==> src/hdl/drcu_pkg.sv <==
// Package for the debug run-control unit: sizes, command and stop codes,
// register addresses and the match struct. No dependencies.
`default_nettype none

package drcu_pkg;

    localparam int NUM_BREAKPOINTS  = 8;
    localparam int NUM_WATCHPOINTS  = 8;
    localparam int MAX_ACCESS_BYTES = 8;
    localparam int PHYS_ADDR_BITS   = 29;
    localparam int SIZE_W           = $clog2(MAX_ACCESS_BYTES + 1);

    localparam logic [3:0] CMD_EXEC      = 4'd0;
    localparam logic [3:0] CMD_BUS_RD    = 4'd1;
    localparam logic [3:0] CMD_BUS_WR    = 4'd2;
    localparam logic [3:0] CMD_PAUSE     = 4'd3;
    localparam logic [3:0] CMD_RESUME    = 4'd4;
    localparam logic [3:0] CMD_STEP      = 4'd5;
    localparam logic [3:0] CMD_SET_BP    = 4'd6;
    localparam logic [3:0] CMD_SET_WP    = 4'd7;
    localparam logic [3:0] CMD_RESET     = 4'd8;

    localparam logic [2:0] STOP_RUNNING  = 3'd0;
    localparam logic [2:0] STOP_USER     = 3'd1;
    localparam logic [2:0] STOP_BREAK    = 3'd2;
    localparam logic [2:0] STOP_WATCH    = 3'd3;
    localparam logic [2:0] STOP_STEP     = 3'd4;
    localparam logic [2:0] STOP_EXCEPT   = 3'd5;

    localparam int         CFG_ADDR_W        = 3;
    localparam logic [2:0] ADDR_DEBUG_ENABLE = 3'd0;

    typedef struct packed {
        logic bp_hit;
        logic wp_hit;
    } t_match;

endpackage

`default_nettype wire

==> src/hdl/drcu_tables.sv <==
// Breakpoint and watchpoint tables with their parallel comparators.
// Depends on drcu_pkg.
`default_nettype none

module drcu_tables (
    input  wire logic                 i_clk,
    input  wire logic                 i_rst_n,
    input  wire logic                 i_wr_en,
    input  wire logic [3:0]           i_cmd,
    input  wire logic [63:0]          i_address,
    input  wire logic [3:0]           i_access_size,
    input  wire logic [2:0]           i_slot_index,
    input  wire logic                 i_slot_valid,
    input  wire logic                 i_watch_on_read,
    input  wire logic                 i_watch_on_write,
    output drcu_pkg::t_match          o_match
);

    localparam int NBP = drcu_pkg::NUM_BREAKPOINTS;
    localparam int NWP = drcu_pkg::NUM_WATCHPOINTS;
    localparam int PA  = drcu_pkg::PHYS_ADDR_BITS;
    localparam int SW  = drcu_pkg::SIZE_W;

    logic [NBP-1:0] r_bp_vld;
    logic [63:0]    r_bp_pc [NBP];
    logic [NWP-1:0] r_wp_vld;
    logic [PA-1:0]  r_wp_addr [NWP];
    logic [NWP-1:0] r_wp_rd;
    logic [NWP-1:0] r_wp_wr;

    logic           wr_bp;
    logic           wr_wp;
    logic [PA-1:0]  base;
    logic [SW-1:0]  eff_size;
    logic           bus_wr;

    assign wr_bp  = i_wr_en && (i_cmd == drcu_pkg::CMD_SET_BP);
    assign wr_wp  = i_wr_en && (i_cmd == drcu_pkg::CMD_SET_WP);
    assign base   = i_address[PA-1:0];
    assign bus_wr = (i_cmd == drcu_pkg::CMD_BUS_WR);

    always_ff @(posedge i_clk) begin
        if (!i_rst_n) begin
            r_bp_vld <= '0;
            r_wp_vld <= '0;
        end else begin
            for (int i = 0; i < NBP; i++) begin
                if (wr_bp && int'(i_slot_index) == i) begin
                    r_bp_vld[i] <= i_slot_valid;
                end
            end
            for (int i = 0; i < NWP; i++) begin
                if (wr_wp && int'(i_slot_index) == i) begin
                    r_wp_vld[i] <= i_slot_valid;
                end
            end
        end
    end

    always_ff @(posedge i_clk) begin
        for (int i = 0; i < NBP; i++) begin
            if (wr_bp && int'(i_slot_index) == i) begin
                r_bp_pc[i] <= i_address;
            end
        end
        for (int i = 0; i < NWP; i++) begin
            if (wr_wp && int'(i_slot_index) == i) begin
                r_wp_addr[i] <= base;
                r_wp_rd[i]   <= i_watch_on_read;
                r_wp_wr[i]   <= i_watch_on_write || !i_watch_on_read;
            end
        end
    end

    always_comb begin
        if (i_access_size == 4'd0) begin
            eff_size = SW'(1);
        end else if (int'(i_access_size) > drcu_pkg::MAX_ACCESS_BYTES) begin
            eff_size = SW'(drcu_pkg::MAX_ACCESS_BYTES);
        end else begin
            eff_size = SW'(i_access_size);
        end
    end

    always_comb begin
        logic          dir;
        logic [PA-1:0] diff;
        o_match = '0;
        for (int i = 0; i < NBP; i++) begin
            if (r_bp_vld[i] && r_bp_pc[i] == i_address) begin
                o_match.bp_hit = 1'b1;
            end
        end
        for (int i = 0; i < NWP; i++) begin
            dir  = bus_wr ? r_wp_wr[i] : r_wp_rd[i];
            diff = r_wp_addr[i] - base;
            if (r_wp_vld[i] && dir && diff < PA'(eff_size)) begin
                o_match.wp_hit = 1'b1;
            end
        end
    end

endmodule

`default_nettype wire

==> src/hdl/debug_run_control_unit.sv <==
// Debug run-control unit: input register, run-state update and result register.
// Requests pass from the input register to the result register, one request per cycle
// while the result is not stalled. A stalled result holds the input register.
// Synchronous active-low reset clears run state, counters and table valid bits;
// table contents are not cleared and no clearing pass is needed.
// Depends on drcu_pkg and drcu_tables.
`default_nettype none

module debug_run_control_unit (
    input  wire logic                            i_clk,
    input  wire logic                            i_rst_n,
    input  wire logic                            psel,
    input  wire logic                            penable,
    input  wire logic                            pwrite,
    input  wire logic [drcu_pkg::CFG_ADDR_W-1:0] paddr,
    input  wire logic [31:0]                     pwdata,
    output logic [31:0]                          prdata,
    output logic                                 pready,
    input  wire logic                            i_in_valid,
    output logic                                 o_in_stall,
    input  wire logic [3:0]                      i_cmd,
    input  wire logic [63:0]                     i_address,
    input  wire logic [3:0]                      i_access_size,
    input  wire logic [31:0]                     i_step_count,
    input  wire logic                            i_pause_cause,
    input  wire logic [2:0]                      i_slot_index,
    input  wire logic                            i_slot_valid,
    input  wire logic                            i_watch_on_read,
    input  wire logic                            i_watch_on_write,
    output logic                                 o_out_valid,
    input  wire logic                            i_out_stall,
    output logic                                 o_proceed,
    output logic                                 o_is_paused,
    output logic [2:0]                           o_stop_code,
    output logic [31:0]                          o_breakpoint_hits,
    output logic [31:0]                          o_watchpoint_hits
);

    logic        r_dbg_en;
    logic        r_in_vld;
    logic [3:0]  r_in_cmd;
    logic [63:0] r_in_address;
    logic [3:0]  r_in_access_size;
    logic [31:0] r_in_step_count;
    logic        r_in_pause_cause;
    logic [2:0]  r_in_slot_index;
    logic        r_in_slot_valid;
    logic        r_in_watch_on_read;
    logic        r_in_watch_on_write;

    logic        r_out_vld;
    logic        r_proceed;
    logic        r_paused;
    logic [2:0]  r_stop;
    logic [31:0] r_steps;
    logic        r_skip_vld;
    logic [63:0] r_skip_pc;
    logic [31:0] r_bp_cnt;
    logic [31:0] r_wp_cnt;

    logic        n_proceed;
    logic        n_paused;
    logic [2:0]  n_stop;
    logic [31:0] n_steps;
    logic        n_skip_vld;
    logic [63:0] n_skip_pc;
    logic [31:0] n_bp_cnt;
    logic [31:0] n_wp_cnt;

    logic             adv;
    logic             cfg_wr;
    drcu_pkg::t_match match;

    assign adv        = r_in_vld && (!r_out_vld || !i_out_stall);
    assign o_in_stall = r_in_vld && !adv;
    assign cfg_wr     = psel && penable && pwrite && (paddr == drcu_pkg::ADDR_DEBUG_ENABLE);
    assign pready     = 1'b1;
    assign prdata     = (paddr == drcu_pkg::ADDR_DEBUG_ENABLE) ? {31'd0, r_dbg_en} : 32'd0;

    drcu_tables u_tables (
        .i_clk            (i_clk),
        .i_rst_n          (i_rst_n),
        .i_wr_en          (adv),
        .i_cmd            (r_in_cmd),
        .i_address        (r_in_address),
        .i_access_size    (r_in_access_size),
        .i_slot_index     (r_in_slot_index),
        .i_slot_valid     (r_in_slot_valid),
        .i_watch_on_read  (r_in_watch_on_read),
        .i_watch_on_write (r_in_watch_on_write),
        .o_match          (match)
    );

    always_comb begin
        n_proceed  = 1'b1;
        n_paused   = r_paused;
        n_stop     = r_stop;
        n_steps    = r_steps;
        n_skip_vld = r_skip_vld;
        n_skip_pc  = r_skip_pc;
        n_bp_cnt   = r_bp_cnt;
        n_wp_cnt   = r_wp_cnt;
        unique case (r_in_cmd) inside
            drcu_pkg::CMD_EXEC: begin
                if (r_dbg_en) begin
                    if (r_paused && r_steps == 32'd0) begin
                        n_proceed = 1'b0;
                    end else if (r_skip_vld && r_skip_pc == r_in_address) begin
                        n_skip_vld = 1'b0;
                    end else begin
                        n_skip_vld = 1'b0;
                        if (match.bp_hit) begin
                            n_proceed  = 1'b0;
                            n_bp_cnt   = r_bp_cnt + 32'd1;
                            n_skip_vld = 1'b1;
                            n_skip_pc  = r_in_address;
                            n_paused   = 1'b1;
                            n_stop     = drcu_pkg::STOP_BREAK;
                            n_steps    = 32'd0;
                        end
                    end
                    if (n_proceed && r_steps != 32'd0) begin
                        n_steps = r_steps - 32'd1;
                        if (r_steps == 32'd1) begin
                            n_paused = 1'b1;
                            n_stop   = drcu_pkg::STOP_STEP;
                        end
                    end
                end
            end
            drcu_pkg::CMD_BUS_RD, drcu_pkg::CMD_BUS_WR: begin
                if (r_dbg_en && match.wp_hit) begin
                    n_wp_cnt = r_wp_cnt + 32'd1;
                    n_paused = 1'b1;
                    n_stop   = drcu_pkg::STOP_WATCH;
                    n_steps  = 32'd0;
                end
            end
            drcu_pkg::CMD_PAUSE: begin
                n_paused = 1'b1;
                n_stop   = r_in_pause_cause ? drcu_pkg::STOP_EXCEPT : drcu_pkg::STOP_USER;
                n_steps  = 32'd0;
            end
            drcu_pkg::CMD_RESUME: begin
                n_paused = 1'b0;
                n_stop   = drcu_pkg::STOP_RUNNING;
                n_steps  = 32'd0;
            end
            drcu_pkg::CMD_STEP: begin
                n_steps  = (r_in_step_count == 32'd0) ? 32'd1 : r_in_step_count;
                n_paused = 1'b0;
                n_stop   = drcu_pkg::STOP_RUNNING;
            end
            drcu_pkg::CMD_RESET: begin
                n_paused   = 1'b0;
                n_stop     = drcu_pkg::STOP_RUNNING;
                n_steps    = 32'd0;
                n_skip_vld = 1'b0;
                n_skip_pc  = 64'd0;
                n_bp_cnt   = 32'd0;
                n_wp_cnt   = 32'd0;
            end
            default: begin
            end
        endcase
    end

    always_ff @(posedge i_clk) begin
        if (!i_rst_n) begin
            r_dbg_en   <= 1'b0;
            r_in_vld   <= 1'b0;
            r_out_vld  <= 1'b0;
            r_proceed  <= 1'b1;
            r_paused   <= 1'b0;
            r_stop     <= drcu_pkg::STOP_RUNNING;
            r_steps    <= 32'd0;
            r_skip_vld <= 1'b0;
            r_skip_pc  <= 64'd0;
            r_bp_cnt   <= 32'd0;
            r_wp_cnt   <= 32'd0;
        end else begin
            if (cfg_wr) begin
                r_dbg_en <= pwdata[0];
            end
            if (i_in_valid && !o_in_stall) begin
                r_in_vld <= 1'b1;
            end else if (adv) begin
                r_in_vld <= 1'b0;
            end
            if (adv) begin
                r_out_vld  <= 1'b1;
                r_proceed  <= n_proceed;
                r_paused   <= n_paused;
                r_stop     <= n_stop;
                r_steps    <= n_steps;
                r_skip_vld <= n_skip_vld;
                r_skip_pc  <= n_skip_pc;
                r_bp_cnt   <= n_bp_cnt;
                r_wp_cnt   <= n_wp_cnt;
            end else if (!i_out_stall) begin
                r_out_vld <= 1'b0;
            end
        end
    end

    always_ff @(posedge i_clk) begin
        if (i_in_valid && !o_in_stall) begin
            r_in_cmd            <= i_cmd;
            r_in_address        <= i_address;
            r_in_access_size    <= i_access_size;
            r_in_step_count     <= i_step_count;
            r_in_pause_cause    <= i_pause_cause;
            r_in_slot_index     <= i_slot_index;
            r_in_slot_valid     <= i_slot_valid;
            r_in_watch_on_read  <= i_watch_on_read;
            r_in_watch_on_write <= i_watch_on_write;
        end
    end

    assign o_out_valid       = r_out_vld;
    assign o_proceed         = r_proceed;
    assign o_is_paused       = r_paused;
    assign o_stop_code       = r_stop;
    assign o_breakpoint_hits = r_bp_cnt;
    assign o_watchpoint_hits = r_wp_cnt;

endmodule

`default_nettype wire
==> config.mk <==
export PLATFORM = sky130hd
export DESIGN_NAME = debug_run_control_unit
export DESIGN_NICKNAME = d
export VERILOG_FILES = /design/src/hdl/drcu_pkg.sv /design/src/hdl/drcu_tables.sv /design/src/hdl/debug_run_control_unit.sv
export SDC_FILE = /design/constraint.sdc
export NUM_CORES = 2
export LEC_CHECK = 0
export ABC_CLOCK_PERIOD_IN_PS = 9700
export BUFFER_PORTS_ARGS = -buffer_cell sky130_fd_sc_hd__buf_2
export CORE_MARGIN = 2
export CORE_UTILIZATION = 62
export DETAILED_ROUTE_END_ITERATION = 12
export PLACE_DENSITY = 0.8
export SKIP_LAST_GASP = 1
export SLEW_MARGIN = 0
export SYNTH_ARGS = -nofsm -noshare
export SYNTH_HDL_FRONTEND = slang
export SYNTH_HIERARCHICAL = 1
export SYNTH_SLANG_ARGS = --single-unit
export TNS_END_PERCENT = 5
==> constraint.sdc <==
create_clock -name i_clk -period 9.7 [get_ports i_clk]
set_input_delay 1.94 -clock i_clk [delete_from_list [all_inputs] [get_ports i_clk]]
set_output_delay 1.94 -clock i_clk [all_outputs]
set_load 0.005 [all_outputs]
# Word level (Yosys, flattened, before mapping)
# Memories as Yosys holds them, arrays and structs flattened.
# Cells that the tools add are included.
[word_totals]
n_memories = 2
word_cells = 355
reg_bits = 312
ram_bits = 744
input_bits = 153
output_inout_bits = 104
[op_classes]
eq_ne = 34
n_lt_le_gt_ge = 9
n_reduce_logical = 93
muxes = 154
n_addsub = 11
[mem_list]
columns = ["memory", "depth", "width", "rd", "rd_ports_with_merged_regs", "wr", "line", "text"]
rows = [
  ["u_tables.r_bp_pc", 8, 64, 8, 0, 1, "drcu_tables.sv:25", "logic [63:0] r_bp_pc [NBP];"],
  ["u_tables.r_wp_addr", 8, 29, 8, 0, 1, "drcu_tables.sv:27", "logic [PA-1:0] r_wp_addr [NWP];"],
]
[op_table]
columns = ["operator", "count"]
rows = [
  ["64-bit two-way mux", 11],
  ["64-bit equality test", 9],
  ["64-bit OR reduction", 7],
  ["32-bit two-way mux", 12],
  ["29-bit by 4-bit less-than comparator with 1-bit output", 8],
  ["29-bit subtractor", 8],
  ["29-bit two-way mux", 7],
  ["29-bit OR reduction", 7],
  ["32-bit case mux with 2 select lines", 2],
  ["32-bit case mux with 4 select lines", 1],
  ["64-bit case mux with 2 select lines", 1],
  ["1-bit two-way mux", 93],
  ["3-bit two-way mux", 22],
  ["32-bit by 1-bit adder with 32-bit output, second input constant", 2],
  ["32-bit logical NOT", 2],
  ["1-bit logical AND", 52],
  ["32-bit by 1-bit equality test with 1-bit output, second input constant", 1],
  ["32-bit nonzero test", 1],
  ["32-bit by 1-bit subtractor with 32-bit output, second input constant", 1],
  ["4-bit by 3-bit equality test with 1-bit output, second input constant", 4],
  ["3-bit equality test, second input constant", 4],
  ["3-bit case mux with 4 select lines", 1],
  ["2-bit != test, second input constant", 5],
  ["3-bit by 2-bit != test with 1-bit output, second input constant", 3],
  ["other kinds (22)", 37],
]

# Logic depth before layout (Yosys ltp)
# An unclocked memory read counts as a cell.
[logic_depth]
depth_word = 20
depth_mapped = 29
ltp_nobuf = 26

# By module
# Netlist, hierarchy kept.
[modules_own_cells]
columns = ["module", "cells_each", "area_each_um2", "instances", "seq_area_each_um2"]
rows = [
  ["drcu_tables", 3707, 43226.5, 1, 23142.2],
  ["debug_run_control_unit", 1265, 12264.3, 1, 6716.4],
]

# Worst setup path before layout
# OpenSTA, ideal clock, no wires.
[synth_path]
path_kind = "input to register"
startpoint = "input port i_out_stall"
endpoint = "register u_tables.r_bp_vld[2]"
required_time_ps = 9579
slack_ps = 1914
setup_ps = 121
path_buffers = 0
stages = 9
arrival_ps = 7665
cell_sequence = "nand2_1 > nand2_1 > inv_1 > nand2_1 > nor3b_1 > nand2_1 > nor3_1 > mux2i_1 > nor2b_1"
[synth_between]
elab_chain_len = 5
[synth_lines]
columns = ["element", "line", "text"]
rows = [
  ["from (decl)", "debug_run_control_unit.sv:31", "input wire logic i_out_stall,"],
  ["1-bit logical NOT", "-", ""],
  ["1-bit logical OR", "debug_run_control_unit.sv:74", "assign adv = r_in_vld && (!r_out_vld || !i_out_stall);"],
  ["1-bit logical AND", "debug_run_control_unit.sv:74", ""],
  ["via adv", "debug_run_control_unit.sv:70", "logic adv;"],
  ["1-bit logical AND", "drcu_tables.sv:37", "assign wr_bp = i_wr_en && (i_cmd == drcu_pkg::CMD_SET_BP);"],
  ["1-bit logical AND", "drcu_tables.sv:48", "if (wr_bp && int'(i_slot_index) == i) begin"],
  ["to (signal, indexed assignment)", "drcu_tables.sv:49", "r_bp_vld[i] <= i_slot_valid;"],
  ["to (decl)", "drcu_tables.sv:24", "logic [NBP-1:0] r_bp_vld;"],
]
# The timed path passes the listed nets, and every way through them passes these cells.
# A chain may end at the register's enable or synchronous reset.

==> reports/results.ini <==
[synth]
ys_top_cells_by_count=871 x edfxtp_1, 359 x a21oi_1, 344 x nand2_1
syn_avg_cell_area_sq_um=11.2
netlist.top_cell.by_area=edfxtp_1
netlist_instances=4972
synth_simple_gate_area_share_pct=12.8
synth_top_family_by_area=compound AO/OA/AOI/OAI gates
synth_area_leaders=edfxtp_1 47%, dfxtp_1 6.7%, ha_1 5.7%, xnor2_1 4.9%, xor2_1 4.1%
synthAdderAreaFrac_pct=5.99
synth_edf_count=871
synth_warnings=6
synth_top_area_share_pct=47.1
synth_most_common_cell=edfxtp_1
yosys.area_share.xor_xnor_pct=9.06
netlist_area_sq_mm=0.0555
ys.flop_type=edfxtp_1
muxShareOfSynthArea_pct=0.719
async_flop_share_pct=0
yosysSeqAreaShare_pct=53.8
synth_cell_type_count=100
ys_ff_latch=1056
synth-compound-area-share_pct=14.3

[global_routing]
antenna_found_initial=7
grt_pass1_vias=40200
grtUsageTotal_pct=36.3
grt_max_degree=99
grt.overflow.total=0
grt_pass1_wl_um=248000

[sta]
worst_slack_ns=1.15
min_period_ns=8.55
tightest_slew_ns=1.15
post-route-period-util_pct=88.1
rsz0062_at_grt=false
setup_viol=0
report.final.slew_viol_count=0
fmax_ghz=0.117
skew_ns=0.0559
finalHoldViolations=0
tns_ns=0
max_slew_margin_pct=23.4

[clock_network]
cts_buffers=106
cts_buffer_depth=3
insertion_delay_ns=0.72
cts_root_buf=clkbuf_16
postCtsSetupBuffers=0
cts_resized=0
ctsHtreeMaxLevel=3
holdBufCountCts=0
cts_tree=built
cts_num_sinks=1056
cts.clk_slew.worst_paths_ns=0.06

[floorplan]
rows=109
die_w_um=303
io_pins=257
die_y_um=303
initial_core_util_pct=62.7
core_area_sq_mm=0.0885
dieArea_sq_mm=0.0919

[power_and_ir_drop]
leakagePower_nw=22.0
clkPwrFrac_pct=39.8
seqPwrFrac_pct=48.5
power.internal_mw=7.64
swShare_pct=25.7
ir_drop_v=0.000221
pwr-share-comb_pct=11.7
power_switching_mw=2.64
power_density_mw_per_mm2=167

[layout]
final_area_sq_mm=0.0616
area_growth_pct=11.0
n_fill_cell=6314
num-nets-final=5612
drive_gt1_share_pct=10.5
fin_cells=6457

[detailed_routing]
drtIter0Drc=6023
routed_wl_um=171000
drc=0
via_per_inst=6.68
vias=43100
final_antenna_net_count=0
wl_per_cell_um=26.4
drt-pass1-iter-count=6

[outcome]
outcome=finished, final reports clean

[critical_path]
cp-end-kind=flop
arrival_ns=9.16
crit_type=reg -> reg
critPathSlowestCell=a311oi_1
startpoint_type=flop
path_buf_inv=1
cp_max_fo=22
crit_required_ns=10.31
max_stage_delay_ns=0.77
crit_family=compound AO/OA/AOI/OAI gates
crit_top_cell=a2111oi_0

[placement]
placed_cell_area_sq_mm=0.0581
dp_slack_ns=1.39
port_buffers=193
hpwl_um=109000
gp_congestion=0.956
dp_cells=6255

[flow_run]
cap_viol_max_count=0

[hold_path]
worst_hold_path_type=reg -> reg

==> final cells by class <==
| cell class | instances | area (sq um) | share of cell area [%] |
|---|---|---|---|
| Sequential cell | 1056 | 29900 | 48.5 |
| Multi-Input combinational cell | 3499 | 24000 | 39.0 |
| Clock buffer | 145 | 3020 | 4.90 |
| Timing Repair Buffer | 321 | 1930 | 3.13 |
| Tap cell | 1165 | 1460 | 2.37 |
| Inverter | 214 | 803 | 1.30 |
| Clock inverter | 53 | 480 | 0.780 |
| Antenna cell | 4 | 10.0 | 0.0162 |
==> metrics by stage <==
stage	hold slack [ns]	power (mW)	util [%]
finish	0.465	10.3	69.6
global route	0.481	10.6	69.6
CTS	0.464	10.3	69.6
detailed placement	0.455	6.24	65.6
global placement	0.441	6.22	65.6
floorplan	0.432	5.85	-
==> per-layer routing <==
layer / share of wire, % / up-vias / GRT usage [%]
met4: 7.1 / 0 / 22.8
met5: 0 / - / 0
met3: 10 / 584 / 6.58
li1: - / 19200 / -
met2: 45 / 2641 / 56.9
met1: 37 / 20700 / 47.1
==> worst min-delay path, delay by kind of cell (launching register included) <==
kind | cells | cell delay, ns
simple gates | 1 | 0.05
flops | 1 | 0.32
compound gates | 1 | 0.05
==> final timing paths <==
check,start,to,slack [ns],depth (start not counted)
worst max-delay path,r_in_address[2]$_DFFE_PP_,r_steps[27]$_SDFFE_PN0P_,1.15,25
worst min-delay path,r_skip_pc[23]$_SDFFE_PN0P_,r_skip_pc[23]$_SDFFE_PN0P_,0.46,2
worst max register to register,r_in_address[2]$_DFFE_PP_,r_steps[27]$_SDFFE_PN0P_,1.15,25
worst min register to register,r_skip_pc[23]$_SDFFE_PN0P_,r_skip_pc[23]$_SDFFE_PN0P_,0.46,2
==> power by group through the flow <==
stage	Combinational (mW)	Clock (mW)	Sequential, mW
3_3_place_gp	1.14	0	5.08
5_1_grt	1.28	4.28	4.99
3_5_place_dp	1.16	0	5.08
4_1_cts	1.17	4.12	4.99
2_1_floorplan	0.749	0	5.10
6_report	1.20	4.09	4.99
==> sequential cells by signal (all words and copies together), names as in the netlist, 3 cells and up <==
name                count
u_tables/r_wp_vld       8
o_stop_code             3
r_in_address           64
o_watchpoint_hits      32
r_in_step_count        32
u_tables/r_bp_vld       8
r_in_cmd                4
o_breakpoint_hits      32
r_skip_pc              64
r_in_slot_index         3
u_tables/r_wp_wr        8
u_tables/r_bp_pc      512
r_steps                32
u_tables/r_wp_rd        8
u_tables/r_wp_addr    232
r_in_access_size        4
==> placed cells by master, fill, tap and decap left out, types with 22 or more instances in the layout <==
cell       netlist  layout
edfxtp_1       871     871
a21oi_1        359     359
nand2_1        344     343
xnor2_1        312     312
xor2_1         262     262
nor2_1         268     254
ha_1           253     253
inv_1          212     211
buf_2           17     193
dfxtp_1        185     185
nand4_1        168     168
o21ai_0        158     158
nand3_1        139     139
buf_4           34     128
nor4_1         117     117
clkbuf_16        0     112
nor3_1         100      96
a21o_1          83      83
o22ai_1         80      80
a221oi_1        59      58
nor2b_1         56      55
o21a_1          47      47
a211oi_1        42      42
nand2b_1        41      41
mux2i_1         35      35
conb_1           2      32
a31oi_1         31      31
o2bb2ai_1       28      28
o211ai_1        27      27
a2111oi_0       25      25
or3_1           25      25
clkbuf_1       173      24
o21ai_1         24      23
and3_1          22      22
o2111ai_1       22      22
==> cell families (layout without fill, tap and decap cells) <==
kind of cell / Yosys count / in the layout
AOI/OAI and AO/OA: 1200 / 1200
xor gates and xnor gates: 574 / 574
adders and majority gates: 261 / 261
buffers and inverters: 447 / 733
DFF: 1056 / 1056
muxes: 39 / 39
other: 2 / 36
and+or+nand+nor: 1393 / 1393
Power figures use the tool's default switching activity.
